--- config.mk ---
export PLATFORM = sky130hd
export DESIGN_NAME = bitmap_first_bit_search
export DESIGN_NICKNAME = d
export VERILOG_FILES = /design/src/design/bfbs_pkg.sv /design/src/design/bfbs_range.sv /design/src/design/bfbs_scan.sv /design/src/design/bitmap_first_bit_search.sv
export VERILOG_INCLUDE_DIRS = /design/src /design/src/design
export SDC_FILE = /design/constraint.sdc
export NUM_CORES = 1
export LEC_CHECK = 0
export BUFFER_PORTS_ARGS = -buffer_cell sky130_fd_sc_hd__buf_2
export CAP_MARGIN = 20
export CORE_MARGIN = 10
export CORE_UTILIZATION = 50
export CTS_CLUSTER_SIZE = 25
export DETAILED_ROUTE_END_ITERATION = 10
export PLACE_DENSITY_LB_ADDON = 0.3
export SETUP_SLACK_MARGIN = 0.02
export SYNTH_ARGS = -nofsm -noshare
export SYNTH_HDL_FRONTEND = slang
export SYNTH_SLANG_ARGS = --single-unit
--- constraint.sdc ---
create_clock -name clk -period 14.7 [get_ports clk]
set_input_delay 4.41 -clock clk [delete_from_list [all_inputs] [get_ports clk]]
set_output_delay 4.41 -clock clk [all_outputs]
set_load 0.01 [all_outputs]
--- src/design/bitmap_first_bit_search_assert.svh ---
// assertion macros used by the bitmap search scan rtl
`ifndef BITMAP_FIRST_BIT_SEARCH_ASSERT_SVH
`define BITMAP_FIRST_BIT_SEARCH_ASSERT_SVH

// same-cycle implication, checked out of reset
`define BFBS_ASSERT_IMP(lbl, ante, cons, msg) \
	lbl: assert property (@(posedge clk) disable iff (!arst_n) (ante) |-> (cons)) \
		else $error(msg);

// next-cycle implication, checked out of reset
`define BFBS_ASSERT_NXT(lbl, ante, cons, msg) \
	lbl: assert property (@(posedge clk) disable iff (!arst_n) (ante) |=> (cons)) \
		else $error(msg);

`endif

--- src/design/bfbs_pkg.sv ---
`timescale 1ns / 1ps
`default_nettype none

package bfbs_pkg;

	// largest bitmap length the block handles, in bytes
	localparam int unsigned MAX_BYTES = 1048576;

	// field and state widths
	localparam int LEN_W  = 21;
	localparam int POS_W  = 24;
	localparam int RES_W  = 25;
	localparam int BND_W  = 34;
	localparam int CFG_W  = 32;
	localparam int IDX_W  = 2;

	localparam logic [LEN_W-1:0] MAX_LEN = LEN_W'(MAX_BYTES);
	localparam logic [LEN_W-1:0] CNT_MAX = {LEN_W{1'b1}};
	localparam logic signed [RES_W-1:0] NO_HIT = -RES_W'(1);

	// configuration register indexes
	localparam logic [IDX_W-1:0] REG_BITMAP_BYTES = 2'd0;
	localparam logic [IDX_W-1:0] REG_RANGE_START  = 2'd1;
	localparam logic [IDX_W-1:0] REG_RANGE_STOP   = 2'd2;
	localparam logic [IDX_W-1:0] REG_WANTED_BIT   = 2'd3;

	// adjusted search window
	typedef struct packed {
		logic                    ok;
		logic [LEN_W-1:0]        len;
		logic signed [BND_W-1:0] lo;
		logic signed [BND_W-1:0] hi;
	} range_t;

	// index of the lowest set bit of a byte, 3 bits
	function automatic logic [2:0] lowest_set(input logic [7:0] v);
		logic [2:0] k;
		k = 3'd0;
		for (int i = 7; i >= 0; i--) begin
			if (v[i]) k = 3'(i);
		end
		return k;
	endfunction

endpackage

`default_nettype wire

--- src/design/bfbs_range.sv ---
`timescale 1ns / 1ps
`default_nettype none

module bfbs_range (
	input  wire logic [bfbs_pkg::LEN_W-1:0] bitmap_bytes,
	input  wire logic [bfbs_pkg::CFG_W-1:0] range_start,
	input  wire logic [bfbs_pkg::CFG_W-1:0] range_stop,
	output bfbs_pkg::range_t                rng
);
	import bfbs_pkg::*;

	logic [LEN_W-1:0]        len;
	logic signed [BND_W-1:0] s_raw;
	logic signed [BND_W-1:0] e_raw;
	logic signed [BND_W-1:0] len_p1;
	logic signed [BND_W-1:0] s_adj;
	logic signed [BND_W-1:0] e_adj;

	// length saturates at the supported maximum
	assign len = (bitmap_bytes > MAX_LEN) ? MAX_LEN : bitmap_bytes;

	// negative bounds count back from the end
	assign s_raw  = BND_W'($signed(range_start));
	assign e_raw  = BND_W'($signed(range_stop));
	assign len_p1 = $signed({{(BND_W-LEN_W){1'b0}}, len}) + BND_W'(1);
	assign s_adj  = s_raw[BND_W-1] ? s_raw + len_p1 : s_raw;
	assign e_adj  = e_raw[BND_W-1] ? e_raw + len_p1 : e_raw;

	// window is bad if a bound stays negative or it is reversed
	always_comb begin
		rng.len = len;
		rng.lo  = s_adj;
		rng.hi  = e_adj;
		rng.ok  = !s_adj[BND_W-1] && !e_adj[BND_W-1] && (s_adj <= e_adj);
	end

endmodule

`default_nettype wire

--- src/design/bfbs_scan.sv ---
`timescale 1ns / 1ps
`default_nettype none

module bfbs_scan (
	input  wire logic                        clk,
	input  wire logic                        arst_n,
	input  wire logic                        go,
	input  wire logic [7:0]                  data,
	input  wire logic                        last,
	input  wire bfbs_pkg::range_t            rng,
	input  wire logic                        wanted,
	input  wire logic                        out_stall,
	output logic                             out_free,
	output logic                             out_valid,
	output logic [bfbs_pkg::RES_W-1:0]       bit_position
);
	import bfbs_pkg::*;

	`include "bitmap_first_bit_search_assert.svh"

	logic [LEN_W-1:0]        byte_counter_q;
	logic                    match_seen_q;
	logic [POS_W-1:0]        match_position_q;
	logic                    out_valid_q;
	logic [RES_W-1:0]        bit_position_q;

	logic signed [BND_W-1:0] idx;
	logic                    in_window;
	logic [7:0]              probe;
	logic                    hit;
	logic [POS_W-1:0]        hit_pos;
	logic                    seen_nxt;
	logic [POS_W-1:0]        pos_nxt;
	logic [RES_W-1:0]        result;

	// judge the byte at the current index
	assign idx       = $signed({{(BND_W-LEN_W){1'b0}}, byte_counter_q});
	assign in_window = rng.ok && (idx >= rng.lo) && (idx <= rng.hi)
		&& (byte_counter_q < rng.len);
	assign probe     = wanted ? data : ~data;
	assign hit       = in_window && !match_seen_q && (probe != 8'd0);
	assign hit_pos   = {byte_counter_q, lowest_set(probe)};
	assign seen_nxt  = match_seen_q || hit;
	assign pos_nxt   = hit ? hit_pos : match_position_q;

	// final answer for the word that closes the bitmap
	always_comb begin
		if (!rng.ok) begin
			result = NO_HIT;
		end else if (seen_nxt) begin
			result = {1'b0, pos_nxt};
		end else if (wanted) begin
			result = NO_HIT;
		end else begin
			result = {1'b0, rng.len, 3'd0};
		end
	end

	assign out_free = !out_valid_q || !out_stall;

	// scan state
	always_ff @(posedge clk or negedge arst_n) begin
		if (!arst_n) begin
			byte_counter_q   <= '0;
			match_seen_q     <= 1'b0;
			match_position_q <= '0;
		end else if (go) begin
			if (last) begin
				byte_counter_q   <= '0;
				match_seen_q     <= 1'b0;
				match_position_q <= '0;
			end else begin
				if (byte_counter_q != CNT_MAX) byte_counter_q <= byte_counter_q + LEN_W'(1);
				match_seen_q     <= seen_nxt;
				match_position_q <= pos_nxt;
			end
		end
	end

	// result register
	always_ff @(posedge clk or negedge arst_n) begin
		if (!arst_n) begin
			out_valid_q <= 1'b0;
		end else if (out_free) begin
			out_valid_q <= go && last;
		end
	end

	always_ff @(posedge clk) begin
		if (go && last) bit_position_q <= result;
	end

	assign out_valid    = out_valid_q;
	assign bit_position = bit_position_q;

	// checks
	`BFBS_ASSERT_NXT(a_clear_after_last, go && last, (byte_counter_q == '0) && !match_seen_q, "scan state not cleared after last word")
	`BFBS_ASSERT_IMP(a_match_behind_counter, match_seen_q, match_position_q[POS_W-1:3] < byte_counter_q, "stored match lies ahead of the byte counter")
	`BFBS_ASSERT_NXT(a_hit_recorded, go && !last && hit, match_seen_q, "first hit not recorded")
	`BFBS_ASSERT_NXT(a_result_held, out_valid_q && out_stall, out_valid_q, "stalled result dropped")

endmodule

`default_nettype wire

--- src/design/bitmap_first_bit_search.sv ---
`timescale 1ns / 1ps
`default_nettype none

// First-bit search over a bitmap streamed one byte per word.
// Input channel: in_valid / in_stall with data_byte and last_byte; the bytes
// of one bitmap arrive in index order and last_byte marks the final one.
// Output channel: out_valid / out_stall with bit_position, one word for each
// bitmap, issued for its last byte: the first bit equal to wanted_bit within
// the byte window range_start..range_stop, or -1 / length*8 when none.
// Configuration: cfg_we, cfg_index, cfg_data; write only while idle.
// Throughput: one byte per cycle unless a final byte waits on a stalled
// result register; the window compare and eight-bit priority encode are
// combinational and sit between the input and result registers. The last
// byte passes the input register, then the result register, to the output.
// Reset: configuration returns to length 1, window 0..-1, searching for ones;
// the byte counter and match state clear; no result is pending.
// Receiver stall: the result register holds its word; non-final bytes keep
// flowing, and a final byte waits in the input register, which then stalls
// the input channel until the result register frees.

module bitmap_first_bit_search (
	input  wire logic                          clk,
	input  wire logic                          arst_n,
	input  wire logic                          in_valid,
	output logic                               in_stall,
	input  wire logic [7:0]                    data_byte,
	input  wire logic                          last_byte,
	output logic                               out_valid,
	input  wire logic                          out_stall,
	output logic signed [bfbs_pkg::RES_W-1:0]  bit_position,
	input  wire logic                          cfg_we,
	input  wire logic [bfbs_pkg::IDX_W-1:0]    cfg_index,
	input  wire logic [bfbs_pkg::CFG_W-1:0]    cfg_data
);
	import bfbs_pkg::*;

	logic [LEN_W-1:0] bitmap_bytes_q;
	logic [CFG_W-1:0] range_start_q;
	logic [CFG_W-1:0] range_stop_q;
	logic             wanted_bit_q;

	logic             valid_s1;
	logic [7:0]       data_s1;
	logic             last_s1;

	range_t           rng;
	logic             out_free;
	logic             go;
	logic [RES_W-1:0] position;

	// configuration registers
	always_ff @(posedge clk or negedge arst_n) begin
		if (!arst_n) begin
			bitmap_bytes_q <= LEN_W'(1);
			range_start_q  <= '0;
			range_stop_q   <= '1;
			wanted_bit_q   <= 1'b1;
		end else if (cfg_we) begin
			case (cfg_index)
				REG_BITMAP_BYTES: bitmap_bytes_q <= cfg_data[LEN_W-1:0];
				REG_RANGE_START:  range_start_q  <= cfg_data;
				REG_RANGE_STOP:   range_stop_q   <= cfg_data;
				REG_WANTED_BIT:   wanted_bit_q   <= cfg_data[0];
				default: begin
				end
			endcase
		end
	end

	// input register; a final byte waits here for the result register
	assign go       = valid_s1 && (!last_s1 || out_free);
	assign in_stall = valid_s1 && !go;

	always_ff @(posedge clk or negedge arst_n) begin
		if (!arst_n) begin
			valid_s1 <= 1'b0;
		end else if (!in_stall) begin
			valid_s1 <= in_valid;
		end
	end

	always_ff @(posedge clk) begin
		if (in_valid && !in_stall) begin
			data_s1 <= data_byte;
			last_s1 <= last_byte;
		end
	end

	bfbs_range u_range (
		.bitmap_bytes (bitmap_bytes_q),
		.range_start  (range_start_q),
		.range_stop   (range_stop_q),
		.rng          (rng)
	);

	bfbs_scan u_scan (
		.clk          (clk),
		.arst_n       (arst_n),
		.go           (go),
		.data         (data_s1),
		.last         (last_s1),
		.rng          (rng),
		.wanted       (wanted_bit_q),
		.out_stall    (out_stall),
		.out_free     (out_free),
		.out_valid    (out_valid),
		.bit_position (position)
	);

	assign bit_position = $signed(position);

endmodule

`default_nettype wire
Yosys cells after proc, flatten, opt, wreduce, memory -nomap -nowiden. Index checks and enable logic that the tools add are counted.

Output and inout bits: 27. Register bits after elaboration: 168. Memories: 0. Logic and storage cells: 75. Memory bits (writable): 0. Bits of input ports: 48. Latch bits: 0. ROM bits: 0.

$mul: 0. Shift-type cells: 0. Bitwise operators: 1. Eq/ne operators: 4. $add $sub $neg: 4. Div/mod/pow operators: 0. Muxes and demuxes: 19. $lt $le $gt $ge: 5. Reduce and logical (&&, ||, !) cells: 30.

Operator list (number): 34-bit 2-to-1 mux (2); 32-bit by 23-bit adder with 33-bit output (2); 21-bit 2-to-1 mux (3); 25-bit 2-to-1 mux (2); 24-bit 2-to-1 mux (2); 22-bit by 34-bit >= comparator with 1-bit output (1); 22-bit by 34-bit less-or-equal comparator with 1-bit output (1); 34-bit less-or-equal comparator (1); 3-bit 2-to-1 mux (8); 21-bit by 1-bit adder with 22-bit output (second input constant) (1); 21-bit by 1-bit adder with 21-bit output (second input constant) (1); 21-bit greater-than comparator (second input constant) (1); 21-bit less-than comparator (1); 21-bit != test (second input constant) (1); 1-bit logical AND (11); 2-bit AND reduction (5); 1-bit zero test (8); 8-bit 2-to-1 mux (1); 8-bit inverter (1); 8-bit nonzero test (1); 2-bit equality test (second input constant) (2); 1-bit logical OR (3); 2-bit by 1-bit equality test with 1-bit output (second input constant) (1); 2-bit zero test (1); other kinds (2) (2).

Depth between registers and ports, before layout. Gate-level depths: netlist of run 1.

Depth after elaboration: 15. Gate-level depth with buffers: 38.

By module. From an unflattened synthesis of run 1, not the netlist that was laid out.

Cell total of the unflattened synthesis: 1385. Area total of the unflattened synthesis: 13208.9 um2.

Modules (own cells, without submodules): bfbs_scan (area an instance 5049.8 um2, instances 1, cells an instance 550); bfbs_range (area an instance 4593.2 um2, instances 1, cells an instance 635); bitmap_first_bit_search (area an instance 3565.9 um2, instances 1, cells an instance 200).

Worst setup path after synthesis of run 1. OpenSTA, ideal clock, no wires.

Kind: in2out. Start point: input out_stall. End point: output in_stall. Data arrival time: 4.620 ns. Data required time: 10.290 ns. Stages on the path: 2. Slack: 5.670 ns. Path through: nand4_1 inv_1.

Word-level cells in the longest chain between the ends: 6.

Ends and longest elaborated chain: start: declaration (line bitmap_first_bit_search.sv:29) `input wire logic out_stall,`; 1-bit zero test (line bfbs_scan.sv:59) `assign out_free = !out_valid_q || !out_stall;`; 1-bit logical OR (line bfbs_scan.sv:59); 1-bit logical OR (line bitmap_first_bit_search.sv:71) `assign go = valid_s1 && (!last_s1 || out_free);`; 1-bit logical AND (line bitmap_first_bit_search.sv:71); 1-bit zero test (line bitmap_first_bit_search.sv:72) `assign in_stall = valid_s1 && !go;`; 1-bit logical AND (line bitmap_first_bit_search.sv:72); end: declaration (line bitmap_first_bit_search.sv:25) `output logic in_stall,`.

Every way passes these cells.

Worst setup path after layout of run 1.
Start point: register bitmap_bytes_q[15]. End point: register u_scan.match_position_q[23].

Word-level cells in the longest chain between the ends: 15.

Ends and longest elaborated chain: start: declaration (line bitmap_first_bit_search.sv:37) `logic [LEN_W-1:0] bitmap_bytes_q;`; start signal: assignment (line bitmap_first_bit_search.sv:60) `REG_BITMAP_BYTES: bitmap_bytes_q <= cfg_data[LEN_W-1:0];`; 21-bit greater-than comparator (line bfbs_range.sv:20) `assign len = (bitmap_bytes > MAX_LEN) ? MAX_LEN : bitmap_bytes;`; 21-bit 2-to-1 mux (*) (line bfbs_range.sv:20); branches (longest 8 deep; another with 34-bit less-or-equal comparator); 1-bit logical AND (*) (line bfbs_scan.sv:39) `&& (byte_counter_q < rng.len);`; 1-bit logical AND (*) (2 in a row) (line bfbs_scan.sv:41) `assign hit = in_window && !match_seen_q && (probe != 8'd0);`; 24-bit 2-to-1 mux (*) (line bfbs_scan.sv:44) `assign pos_nxt = hit ? hit_pos : match_position_q;`; 24-bit 2-to-1 mux (*) (line bfbs_scan.sv:68) `if (last) begin`; end signal: assignment (line bfbs_scan.sv:75) `match_position_q <= pos_nxt;`; end: declaration (line bfbs_scan.sv:23) `logic [POS_W-1:0] match_position_q;`.

Mark *: on every way between the ends. A chain may end at the register's enable or synchronous reset.

==> impl_metrics.prom, run 1 <==
# TYPE chip_impl_metric gauge
chip_impl_metric{name="drc",unit=""} 0
chip_impl_metric{name="core_region_area",unit="um2"} 26800
chip_impl_metric{name="layout-area-overhead-vs-synth",unit="%"} 9.01
chip_impl_metric{name="report.final.slew_viol_count",unit=""} 0
chip_impl_metric{name="sw_frac_of_total",unit="%"} 42.5
chip_impl_metric{name="place.port_buffers",unit=""} 74
chip_impl_metric{name="crit_path_max_incr_delay",unit="ps"} 870
chip_impl_metric{name="power.combinational.fraction",unit="%"} 49.1
chip_impl_info{name="rr_endpoint",value="u_scan.match_position_q[23]"} 1
chip_impl_metric{name="cp_data_required_time",unit="ps"} 15080
chip_impl_metric{name="number_of_flops_mapped_to_enable_cells_by_yosys",unit=""} 34
chip_impl_info{name="layout_commonest_cell",value="nand2_1"} 1
chip_impl_metric{name="cap_viol_max_count",unit=""} 0
chip_impl_info{name="synth_area_leaders",value="dfrtp_1, ha_1, mux2_2, edfxtp_1, dfstp_2"} 1
chip_impl_metric{name="postCtsSetupBuffers",unit=""} 0
chip_impl_metric{name="die_height",unit="um"} 184
chip_impl_metric{name="worst-slew-pin-transition",unit="ps"} 886
chip_impl_metric{name="area_fraction_in_and_or_nand_and_nor_cells_after_synthesis",unit="%"} 17.1
chip_impl_metric{name="pwr-share-clk",unit="%"} 21.4
chip_impl_metric{name="die_width",unit="um"} 184
chip_impl_metric{name="power.density_cell_area",unit="nW/um2"} 145
chip_impl_info{name="critical_path.most_common_cell",value="nand3_1"} 1
chip_impl_metric{name="antenna_found_initial",unit=""} 0
chip_impl_metric{name="design.portCount",unit=""} 75
chip_impl_metric{name="finalNonFillerCells",unit=""} 1863
chip_impl_metric{name="critical_path_peak_fanout",unit=""} 28
chip_impl_metric{name="number_of_buffers_on_the_longest_clock_path",unit=""} 2
chip_impl_info{name="cts_tree",value="built"} 1
chip_impl_metric{name="worst_ep_arrival_time",unit="ps"} 9650
chip_impl_metric{name="pre_cts_slack",unit="ps"} 5440
chip_impl_metric{name="min_period_over_period",unit="%"} 63.1
chip_impl_metric{name="num-fill-cells",unit=""} 2425
chip_impl_metric{name="tritoncts.num_buffers",unit=""} 17
chip_impl_metric{name="nNetsFinal",unit=""} 1696
chip_impl_metric{name="grt_first_pass_wirelength",unit="um"} 61200
chip_impl_metric{name="setup-violations-final",unit=""} 0
chip_impl_metric{name="worst_slew_margin_rel",unit="%"} 40.5
chip_impl_metric{name="syn_avg_cell_area",unit="um2"} 9.25
chip_impl_metric{name="core.rowCount",unit=""} 60
chip_impl_info{name="crit_path_end_kind",value="flop"} 1
chip_impl_metric{name="floorplan.initialDensity",unit="%"} 50.4
chip_impl_metric{name="layout_min_cycle_time",unit="ps"} 9280
chip_impl_metric{name="grt_max_degree",unit=""} 72
chip_impl_info{name="cts_root_buf",value="clkbuf_16"} 1
chip_impl_metric{name="maxClockFrequency",unit="GHz"} 0.108
chip_impl_metric{name="placement.cell_area",unit="um2"} 14100
chip_impl_info{name="synth-main-ff-cell",value="dfrtp_1"} 1
chip_impl_info{name="leading_cell_types_in_the_layout_fill_and_taps_excluded",value="nand2_1, ha_1, nor2_1"} 1
chip_impl_metric{name="antennaDiodeCount",unit=""} 0
chip_impl_info{name="worst_setup_path_start_kind",value="flop"} 1
chip_impl_metric{name="num_vias",unit=""} 11600
chip_impl_metric{name="async_flop_share",unit="%"} 79.8
chip_impl_metric{name="cellLeakagePower",unit="nW"} 6.49
chip_impl_metric{name="peakVddDrop",unit="mV"} 0.0674
chip_impl_info{name="crit_type",value="flop to flop"} 1
chip_impl_metric{name="drt_pre_antenna_iters",unit=""} 6
chip_impl_metric{name="ys_ff_latch",unit=""} 168
chip_impl_info{name="min_path_type",value="flop to flop"} 1
chip_impl_metric{name="worst_skew_pair_later_pin_latency",unit="ps"} 450
chip_impl_metric{name="dp.cells",unit=""} 1831
chip_impl_metric{name="detailed_route_wire_length",unit="um"} 39200
chip_impl_metric{name="clock_sinks",unit=""} 168
chip_impl_metric{name="finalHoldViolCount",unit=""} 0
chip_impl_metric{name="count_of_distinct_cell_types_in_the_synthesized_netlist",unit=""} 83
chip_impl_info{name="timing.critical_path.from",value="bitmap_bytes_q[15]"} 1
chip_impl_metric{name="seq_power_share",unit="%"} 29.5
chip_impl_info{name="synth_largest_area_cell",value="dfrtp_1"} 1
chip_impl_metric{name="switchingPower",unit="uW"} 906
chip_impl_metric{name="clock-skew-final",unit="ps"} 14.6
chip_impl_metric{name="post_route_cells_drive_above_1_share",unit="%"} 18.5
chip_impl_info{name="endpoint",value="u_scan.match_position_q[23]"} 1
chip_impl_metric{name="synth_warnings",unit=""} 0
chip_impl_metric{name="avgRoutedWirePerCell",unit="um"} 21.1
chip_impl_metric{name="internal_power",unit="mW"} 1.23
chip_impl_metric{name="fin_setup_tns",unit="ps"} 0
chip_impl_metric{name="drt_iter0_markers",unit=""} 1117
chip_impl_metric{name="fin_ws",unit="ps"} 5420
chip_impl_metric{name="synthAdderAreaFrac",unit="%"} 13.1
chip_impl_metric{name="synthDominantCellAreaShare",unit="%"} 18.5
chip_impl_info{name="dominant_combinational_cell_family_by_area_after_synthesis",value="simple AND/OR/NAND/NOR gates"} 1
chip_impl_metric{name="finalInstanceArea",unit="um2"} 14700
chip_impl_metric{name="grt-ovfl-total",unit=""} 0
chip_impl_info{name="rsz0062_at_grt",value="no"} 1
chip_impl_metric{name="dp_hpwl",unit="um"} 31200
chip_impl_metric{name="post_cts_hold_buffer_count",unit=""} 0
chip_impl_metric{name="synth_seq_area_share",unit="%"} 32.7
chip_impl_metric{name="htree_levels",unit=""} 4
chip_impl_metric{name="number_of_global_route_vias_before_repair",unit=""} 11100
chip_impl_metric{name="post_cts.resized_instances",unit=""} 0
chip_impl_metric{name="design.die.area",unit="um2"} 34000
chip_impl_metric{name="hold-worst-slack",unit="ps"} 510
chip_impl_info{name="timing.critical_path.slowest_stage_cell",value="and4b_1"} 1
chip_impl_info{name="run_status",value="complete, no violations"} 1
chip_impl_metric{name="vias_per_cell",unit=""} 6.22
chip_impl_metric{name="synth.mux.area_fraction",unit="%"} 11.2
chip_impl_metric{name="reg2regPathDepth",unit=""} 32
chip_impl_info{name="worstReg2RegStart",value="bitmap_bytes_q[15]"} 1
chip_impl_metric{name="synth-compound-area-share",unit="%"} 16.9
chip_impl_metric{name="ff2ff_setup_slack",unit="ps"} 5420
chip_impl_metric{name="synthCells",unit=""} 1460
chip_impl_metric{name="clk_transition_reported_paths",unit="ps"} 70
chip_impl_metric{name="gr-usage-all-layers",unit="%"} 23.0
chip_impl_metric{name="synth_area",unit="um2"} 13500
chip_impl_metric{name="detail-route-antenna-nets",unit=""} 0
chip_impl_metric{name="synthXorXnorAreaFrac",unit="%"} 5.51
chip_impl_metric{name="gp_congestion",unit=""} 1.04
worst max-delay path, delay by kind of cell, from the launching register on:
family                   cells  cell delay, ps
AO/OA/AOI/OAI               10            3120
XOR/XNOR                     2             360
adder cells (fa/ha/maj)      2             720
flip-flops                   1             420
AND/OR/NAND/NOR             18            4540
cells in the mapped netlist, types with 37 or more instances:
cell        n
inv_1      55
o21ai_0    65
nor2_1    121
xor2_1     40
nand2_1   142
dfrtp_1   100
mux2_2    106
clkbuf_1   37
nand3_1    39
xnor2_1    45
a21oi_1    98
ha_1      137
power by group through the flow:
stage / clock (mW) / sequential (mW) / combinational (mW)
2_1_floorplan: 0 / 0.595 / 0.765
3_3_place_gp: 0 / 0.632 / 1.00
3_5_place_dp: 0 / 0.634 / 1.02
4_1_cts: 0.460 / 0.626 / 1.03
5_1_grt: 0.480 / 0.636 / 1.16
6_report: 0.456 / 0.629 / 1.05
logic make-up after synthesis:
kind of cell             Yosys count
adder cells (fa/ha/maj)          140
multiplexers                     138
buffers and inverters            111
AO/OA/AOI/OAI                    345
other                              1
flip-flops                       168
AND/OR/NAND/NOR                  472
XOR/XNOR                          85
sequential cells by signal (all words and copies together) (netlist names):
signal and cells:
data_s1 8, u_scan.match_seen_q 1, u_scan.match_position_q 24, bitmap_bytes_q 21, u_scan.bit_position 25, range_stop_q 32, valid_s1 1, wanted_bit_q 1
range_start_q 32, u_scan.out_valid 1, u_scan.byte_counter_q 21, last_s1 1
cell type report:
cell class | count | area, um2 | share of cell area, %
well taps | 341 | 427 | 2.90
multi-input cells | 1182 | 8640 | 58.7
clock inverters | 9 | 86.3 | 0.586
repair buffers | 85 | 459 | 3.12
flip-flops and latches | 168 | 4420 | 30.0
clock buffers | 23 | 489 | 3.32
inverters | 55 | 206 | 1.40
metrics by stage:
stage | total power, mW | util (%)
3_5_place_dp | 1.65 | 52.8
6_report | 2.13 | 54.9
4_1_cts | 2.11 | 54.9
2_1_floorplan | 1.36 | -
3_3_place_gp | 1.63 | 52.8
5_1_grt | 2.28 | 54.9
worst min path at each step:
stage / start / to / slack [ps] / cells past startpoint
after floorplan: u_scan.match_position_q[0] / u_scan.match_position_q[0] / 470 / 1
after global placement: range_start_q[31] / range_start_q[31] / 490 / 1
after detailed placement: u_scan.match_position_q[3] / u_scan.match_position_q[3] / 490 / 1
after CTS: u_scan.match_position_q[5] / u_scan.match_position_q[5] / 510 / 1
after global routing: u_scan.match_position_q[7] / u_scan.match_position_q[7] / 520 / 1
final: u_scan.match_position_q[18] / u_scan.match_position_q[18] / 510 / 1
routing by layer:
metal	share of wire, %	wire [um]	track usage (%)	vias to the layer above
met1	47	18400	32.8	5584
met5	0	0	0	-
met2	43	17000	34.9	462
li1	-	-	-	5491
met4	2.7	1060	7.31	0
met3	7.1	2800	3.31	55
(Power assumes the default switching activity.)
==> inputs of run 2 (changes only) <==
- ABC_AREA: unset -> 1
- clock period: 14.7 -> 8.3 ns (I/O delays scaled with it)
==> impl_metrics.prom, run 2 <==
# TYPE chip_impl_metric gauge
chip_impl_info{name="cts_tree",value="built"} 1
chip_impl_info{name="crit_type",value="flop to flop"} 1
chip_impl_info{name="min_path_type",value="flop to flop"} 1
chip_impl_metric{name="reg2regPathDepth",unit=""} 37
chip_impl_metric{name="design.die.area",unit="um2"} 36900
chip_impl_metric{name="drt_iter0_markers",unit=""} 1214
chip_impl_metric{name="num_vias",unit=""} 13600
chip_impl_metric{name="drc",unit=""} 0
chip_impl_metric{name="layout-area-overhead-vs-synth",unit="%"} 8.14
chip_impl_info{name="synth_area_leaders",value="dfrtp_1, nand2_1, ha_1, inv_1, edfxtp_1"} 1
chip_impl_info{name="post_synth_most_frequent_cells",value="nand2_1, inv_1, ha_1"} 1
chip_impl_metric{name="gr-usage-all-layers",unit="%"} 23.4
chip_impl_metric{name="critical_path_cell_count",unit=""} 37
chip_impl_metric{name="number_of_global_route_vias_before_repair",unit=""} 12900
chip_impl_info{name="route.top_layer_used",value="met4"} 1
chip_impl_metric{name="fin_setup_tns",unit="ps"} 0
chip_impl_metric{name="synthCells",unit=""} 2057
chip_impl_metric{name="vias_per_cell",unit=""} 5.43
chip_impl_metric{name="core_region_area",unit="um2"} 28900
chip_impl_metric{name="detailed_route_wire_length",unit="um"} 43000
chip_impl_metric{name="synth_area",unit="um2"} 14800
chip_impl_metric{name="setup-violations-final",unit=""} 0
chip_impl_metric{name="fin_util",unit="%"} 55.3
chip_impl_metric{name="ys_ff_latch",unit=""} 168
chip_impl_metric{name="antenna_found_initial",unit=""} 0
chip_impl_metric{name="post_cts_hold_buffer_count",unit=""} 0
chip_impl_info{name="worstReg2RegStart",value="bitmap_bytes_q[1]"} 1
chip_impl_metric{name="number_of_flops_mapped_to_enable_cells_by_yosys",unit=""} 34
chip_impl_metric{name="gp_congestion",unit=""} 0.965
chip_impl_metric{name="num-fill-cells",unit=""} 2791
chip_impl_metric{name="synth_warnings",unit=""} 0
chip_impl_metric{name="avgRoutedWirePerCell",unit="um"} 17.1
chip_impl_metric{name="detail_route.wirelength.met1",unit="um"} 19400
chip_impl_metric{name="syn_avg_cell_area",unit="um2"} 7.19
chip_impl_metric{name="placement.cell_area",unit="um2"} 15400
chip_impl_metric{name="clk_transition_reported_paths",unit="ps"} 70
chip_impl_metric{name="htree_levels",unit=""} 4
chip_impl_metric{name="worst-slew-pin-transition",unit="ps"} 995
chip_impl_metric{name="worst_slew_margin_rel",unit="%"} 33.5
chip_impl_info{name="timing.critical_path.from",value="bitmap_bytes_q[1]"} 1
chip_impl_metric{name="layout_min_cycle_time",unit="ps"} 7780
chip_impl_metric{name="grt_max_degree",unit=""} 69
chip_impl_metric{name="worst_skew_pair_later_pin_latency",unit="ps"} 450
chip_impl_info{name="rr_endpoint",value="u_scan.bit_position[1]"} 1
chip_impl_metric{name="postCtsSetupBuffers",unit=""} 0
chip_impl_metric{name="cap_viol_max_count",unit=""} 0
chip_impl_metric{name="drt_pre_antenna_iters",unit=""} 6
chip_impl_metric{name="grt_first_pass_wirelength",unit="um"} 67800
chip_impl_metric{name="critical_path_peak_fanout",unit=""} 27
chip_impl_info{name="leading_cell_types_in_the_layout_fill_and_taps_excluded",value="nand2_1, inv_1, ha_1"} 1
chip_impl_metric{name="cellLeakagePower",unit="nW"} 8.15
chip_impl_metric{name="synth_seq_area_share",unit="%"} 29.9
chip_impl_info{name="cpLargestDelayFamily",value="simple AND/OR/NAND/NOR gates"} 1
chip_impl_metric{name="design.portCount",unit=""} 75
chip_impl_metric{name="core.rowCount",unit=""} 62
chip_impl_metric{name="peakVddDrop",unit="mV"} 0.188
chip_impl_metric{name="count_of_distinct_cell_types_in_the_synthesized_netlist",unit=""} 61
chip_impl_metric{name="maxClockFrequency",unit="GHz"} 0.129
chip_impl_info{name="timing.critical_path.slowest_stage_cell",value="a31oi_1"} 1
chip_impl_info{name="layout_commonest_cell",value="nand2_1"} 1
chip_impl_metric{name="crit_path_max_incr_delay",unit="ps"} 440
chip_impl_metric{name="clock_sinks",unit=""} 168
chip_impl_metric{name="place.port_buffers",unit=""} 74
chip_impl_metric{name="nNetsFinal",unit=""} 2298
chip_impl_info{name="endpoint",value="u_scan.bit_position[1]"} 1
chip_impl_info{name="synth_largest_area_cell",value="dfrtp_1"} 1
chip_impl_metric{name="die_width",unit="um"} 192
chip_impl_metric{name="power.density_cell_area",unit="nW/um2"} 218
chip_impl_metric{name="antennaDiodeCount",unit=""} 0
chip_impl_metric{name="cp_data_required_time",unit="ps"} 8480
chip_impl_info{name="crit_path_end_kind",value="flop"} 1
chip_impl_metric{name="detail-route-antenna-nets",unit=""} 0
chip_impl_info{name="synthMostInstantiatedCell",value="nand2_1"} 1
chip_impl_info{name="cts_root_buf",value="clkbuf_16"} 1
chip_impl_metric{name="dp_hpwl",unit="um"} 34500
chip_impl_metric{name="ff2ff_setup_slack",unit="ps"} 520
chip_impl_metric{name="worst_ep_arrival_time",unit="ps"} 7960
chip_impl_info{name="synth-main-ff-cell",value="dfrtp_1"} 1
chip_impl_metric{name="floorplan.initialDensity",unit="%"} 51.1
chip_impl_metric{name="async_flop_share",unit="%"} 79.8
chip_impl_metric{name="synthDominantCellAreaShare",unit="%"} 16.9
chip_impl_metric{name="tritoncts.num_buffers",unit=""} 17
chip_impl_metric{name="finalInstanceArea",unit="um2"} 16000
chip_impl_info{name="rsz0062_at_grt",value="no"} 1
chip_impl_metric{name="number_of_buffers_on_the_longest_clock_path",unit=""} 2
chip_impl_metric{name="dr_wl_met2",unit="um"} 19700
chip_impl_metric{name="power_consumption",unit="mW"} 3.49
chip_impl_info{name="worst_setup_path_start_kind",value="flop"} 1
chip_impl_metric{name="report.final.slew_viol_count",unit=""} 0
chip_impl_metric{name="grt-ovfl-total",unit=""} 0
chip_impl_info{name="critical_path.most_common_cell",value="nand2_1"} 1
chip_impl_metric{name="cp_num_buf_inv",unit=""} 6
chip_impl_metric{name="min_period_over_period",unit="%"} 93.7
chip_impl_info{name="run_status",value="complete, no violations"} 1
chip_impl_metric{name="hold-worst-slack",unit="ps"} 479
chip_impl_metric{name="clock-skew-final",unit="ps"} 11.9
chip_impl_metric{name="wl_met3",unit="um"} 2930
chip_impl_metric{name="finalHoldViolCount",unit=""} 0
chip_impl_metric{name="post_route_cells_drive_above_1_share",unit="%"} 13.1
chip_impl_metric{name="die_height",unit="um"} 192
run 2: cell types whose count changed after synthesis, sizes merged, moves of 31 or more:
cell,previous run,this run
nand3,39,136
inv,55,332
nand2,142,627
a21o,34,3
mux2,106,0
o21ai,74,134
run 2: how the worst min path moves through the flow:
| stage | from | endpoint | slack (ps) | depth (start not counted) |
|---|---|---|---|---|
| 2_1_floorplan | u_scan.match_position_q[0] | u_scan.match_position_q[0] | 450 | 2 |
| 3_3_place_gp | u_scan.match_position_q[13] | u_scan.match_position_q[13] | 460 | 2 |
| 3_5_place_dp | u_scan.match_position_q[3] | u_scan.match_position_q[3] | 460 | 2 |
| 4_1_cts | u_scan.match_position_q[3] | u_scan.match_position_q[3] | 480 | 2 |
| 5_1_grt | u_scan.match_position_q[19] | u_scan.match_position_q[19] | 500 | 2 |
| 6_report | u_scan.match_position_q[6] | u_scan.match_position_q[6] | 480 | 2 |
run 2: kinds of logic (layout without fill, tap and decap cells):
group	Yosys count	after routing	share of synthesized area, %
flops	168	168	29.9
other cells	1	2	0.0254
xor+xnor	67	67	4.02
buf+inv	384	449	10.9
mux	16	16	1.08
simple gates	1005	1006	31.9
fa+ha+maj	139	139	11.9
compound gates	277	277	10.4
run 2: worst register-to-register path, delay by kind of cell (launching register included):
family                   cells  cell delay, ps
AO/OA/AOI/OAI                5            1200
XOR/XNOR                     1             170
adder cells (fa/ha/maj)      3             870
buffers and inverters        6             880
flip-flops                   1             380
AND/OR/NAND/NOR             22            4000
run 2: stage by stage:
stage | worst slack (ps) | std cells
global placement | 822 | 2474
CTS | 464 | 2507
finish | 519 | 2508
detailed placement | 591 | 2475
global route | 55.2 | 2508
floorplan | 2400 | 2058
run 2: layout make-up:
cell class                 instances  area (um2)  share of cell area [%]
clock buffer                      20         458                    2.86
clock inverter                    12         125                   0.782
inverter                         333        1250                    7.82
multi-input combinational       1507        8790                    55.0
sequential                       168        4420                    27.6
tap                              384         480                    3.00
timing repair buffer              84         472                    2.95
run 2: timing repair:
| action | 4_1_cts | 5_1_grt |
|---|---|---|
| endpoints found under the setup margin | 0 | 25 |
| hold endpoints to repair | 0 | 0 |
| resized for setup | 0 | 1 |
run 2: report_power, final:
part | leakage (nW) | total, mW | internal, mW | switching [mW]
logic | 5.91 | 1.61 | 0.542 | 1.07
registers | 1.97 | 1.08 | 0.978 | 0.103
clock network | 0.272 | 0.800 | 0.458 | 0.342
total | 8.15 | 3.49 | 1.98 | 1.51
run 2: metal layers:
layer	GRT usage [%]	vias to the layer above
li1	-	6792
met1	31.8	6336
met2	37.5	444
met3	3.70	57
met4	6.86	0
met5	0	-
==> inputs of run 3 (changes only) <==
- clock period: 8.3 -> 6.7 ns (I/O delays scaled with it)
==> impl_metrics.prom, run 3 (synthesized netlist as in run 2, its figures left out) <==
# TYPE chip_impl_metric gauge
chip_impl_info{name="run_status",value="complete, no violations"} 1
chip_impl_metric{name="setup-violations-final",unit=""} 0
chip_impl_metric{name="vias_per_cell",unit=""} 5.48
chip_impl_info{name="cts_root_buf",value="clkbuf_16"} 1
chip_impl_metric{name="clk_transition_reported_paths",unit="ps"} 70
chip_impl_metric{name="clock_sinks",unit=""} 168
chip_impl_metric{name="report.final.slew_viol_count",unit=""} 0
chip_impl_metric{name="maxClockFrequency",unit="GHz"} 0.154
chip_impl_metric{name="peakVddDrop",unit="mV"} 0.207
chip_impl_info{name="crit_path_end_kind",value="flop"} 1
chip_impl_metric{name="worst-slew-pin-transition",unit="ps"} 1160
chip_impl_metric{name="pre_cts_slack",unit="ps"} -277
chip_impl_info{name="cts_tree",value="built"} 1
chip_impl_metric{name="drc",unit=""} 0
chip_impl_metric{name="grt-ovfl-total",unit=""} 0
chip_impl_metric{name="floorplan.initialDensity",unit="%"} 51.1
chip_impl_metric{name="number_of_global_route_vias_before_repair",unit=""} 13300
chip_impl_metric{name="core_region_area",unit="um2"} 28900
chip_impl_metric{name="ff2ff_setup_slack",unit="ps"} 200
chip_impl_metric{name="fin_ws",unit="ps"} 203
chip_impl_metric{name="layout_min_cycle_time",unit="ps"} 6500
chip_impl_metric{name="power.density_cell_area",unit="nW/um2"} 271
chip_impl_metric{name="clock-skew-final",unit="ps"} 14.2
chip_impl_metric{name="power_consumption",unit="mW"} 4.74
chip_impl_metric{name="antenna_found_initial",unit=""} 0
chip_impl_info{name="crit_type",value="flop to flop"} 1
chip_impl_metric{name="grt_max_degree",unit=""} 98
chip_impl_metric{name="avgRoutedWirePerCell",unit="um"} 17.7
chip_impl_metric{name="core.rowCount",unit=""} 62
chip_impl_metric{name="dp_hpwl",unit="um"} 35300
chip_impl_metric{name="detail-route-antenna-nets",unit=""} 0
chip_impl_metric{name="worst_skew_pair_later_pin_latency",unit="ps"} 460
chip_impl_metric{name="worst_slew_margin_rel",unit="%"} 22.7
chip_impl_metric{name="hold-worst-slack",unit="ps"} 483
chip_impl_metric{name="cap_viol_max_count",unit=""} 0
chip_impl_metric{name="min_period_over_period",unit="%"} 97.0
chip_impl_info{name="layout_commonest_cell",value="nand2_1"} 1
chip_impl_metric{name="gr-usage-all-layers",unit="%"} 24.1
chip_impl_metric{name="post_cts_hold_buffer_count",unit=""} 0
chip_impl_metric{name="worst_ep_arrival_time",unit="ps"} 6820
chip_impl_metric{name="crit_path_max_incr_delay",unit="ps"} 380
chip_impl_metric{name="die_height",unit="um"} 192
chip_impl_metric{name="antennaDiodeCount",unit=""} 0
chip_impl_metric{name="design.portCount",unit=""} 75
chip_impl_metric{name="nNetsFinal",unit=""} 2371
chip_impl_metric{name="cellLeakagePower",unit="nW"} 8.69
chip_impl_metric{name="fin_util",unit="%"} 60.4
chip_impl_metric{name="gp_congestion",unit=""} 0.962
chip_impl_metric{name="number_of_buffers_on_the_longest_clock_path",unit=""} 2
chip_impl_info{name="timing.critical_path.slowest_stage_cell",value="dfrtp_1"} 1
chip_impl_info{name="leading_cell_types_in_the_layout_fill_and_taps_excluded",value="nand2_1, inv_1, o21ai_0"} 1
chip_impl_metric{name="post_route_cells_drive_above_1_share",unit="%"} 23.0
chip_impl_metric{name="design.die.area",unit="um2"} 36900
chip_impl_metric{name="critical_path_peak_fanout",unit=""} 7
chip_impl_metric{name="drt_iter0_markers",unit=""} 1161
chip_impl_metric{name="finalHoldViolCount",unit=""} 0
chip_impl_metric{name="htree_levels",unit=""} 4
chip_impl_metric{name="drt_pre_antenna_iters",unit=""} 5
chip_impl_metric{name="die_width",unit="um"} 192
chip_impl_metric{name="place.port_buffers",unit=""} 74
chip_impl_metric{name="num_vias",unit=""} 14200
chip_impl_metric{name="fin_setup_tns",unit="ps"} 0
chip_impl_metric{name="layout-area-overhead-vs-synth",unit="%"} 18.3
chip_impl_metric{name="grt_first_pass_wirelength",unit="um"} 69900
chip_impl_metric{name="cp_data_required_time",unit="ps"} 7030
chip_impl_info{name="min_path_type",value="flop to flop"} 1
chip_impl_metric{name="detailed_route_wire_length",unit="um"} 45800
chip_impl_metric{name="tritoncts.num_buffers",unit=""} 17
chip_impl_info{name="worst_setup_path_start_kind",value="flop"} 1
-- run 3: per-stage QoR --
step                instances  area [um2]
floorplan                2058       14800
CTS                      2536       16200
global route             2581       17500
detailed placement       2504       15600
finish                   2581       17500
global placement         2504       15600
-- run 3: critical path, delay by kind of cell (launching register included) --
| kind | cells | cell delay, ps |
|---|---|---|
| DFF | 1 | 380 |
| AOI/OAI and AO/OA | 3 | 480 |
| adders and majority gates | 3 | 730 |
| and+or+nand+nor | 28 | 3470 |
| xor gates and xnor gates | 2 | 360 |
| buffers and inverters | 9 | 930 |
-- run 3: routing by layer --
layer,share of wire [%],global-route usage (%),wire length (um)
met1,45,32.1,20500
met2,47,39.2,21600
met3,5.4,3.59,2450
met4,2.7,8.08,1260
met5,0,0,0
-- run 3: timing repair --
action,CTS,global route
setup endpoints to repair,49,50
gates cloned,0,2
gates resized for setup,7,198
setup buffers,0,43
pin swaps,0,76
-- run 3: final timing paths --
check / startpoint / to / cells after the start
worst max-delay path: bitmap_bytes_q[6] / u_scan.bit_position[21] / 45
worst min-delay path: u_scan.match_position_q[19] / u_scan.match_position_q[19] / 2
worst max register to register: bitmap_bytes_q[6] / u_scan.bit_position[21] / 45
worst min register to register: u_scan.match_position_q[19] / u_scan.match_position_q[19] / 2
max in group asynchronous: arst_n / wanted_bit_q / 2
min in group asynchronous: arst_n / u_scan.byte_counter_q[5] / 1
-- run 3: where the power goes --
group / internal (mW) / leakage, nW / switching [mW]
Combinational: 0.881 / 6.44 / 1.48
Sequential: 1.21 / 1.97 / 0.139
Clock: 0.572 / 0.283 / 0.458
-- run 3: layout make-up --
| type | count | area, um2 |
|---|---|---|
| Fill cell | 2605 | 11400 |
| Multi-Input combinational cell | 1507 | 9670 |
| Sequential cell | 168 | 4420 |
| Inverter | 333 | 1250 |
| Timing Repair Buffer | 157 | 1080 |
| Tap cell | 384 | 480 |
| Clock buffer | 19 | 453 |
| Clock inverter | 13 | 141 |
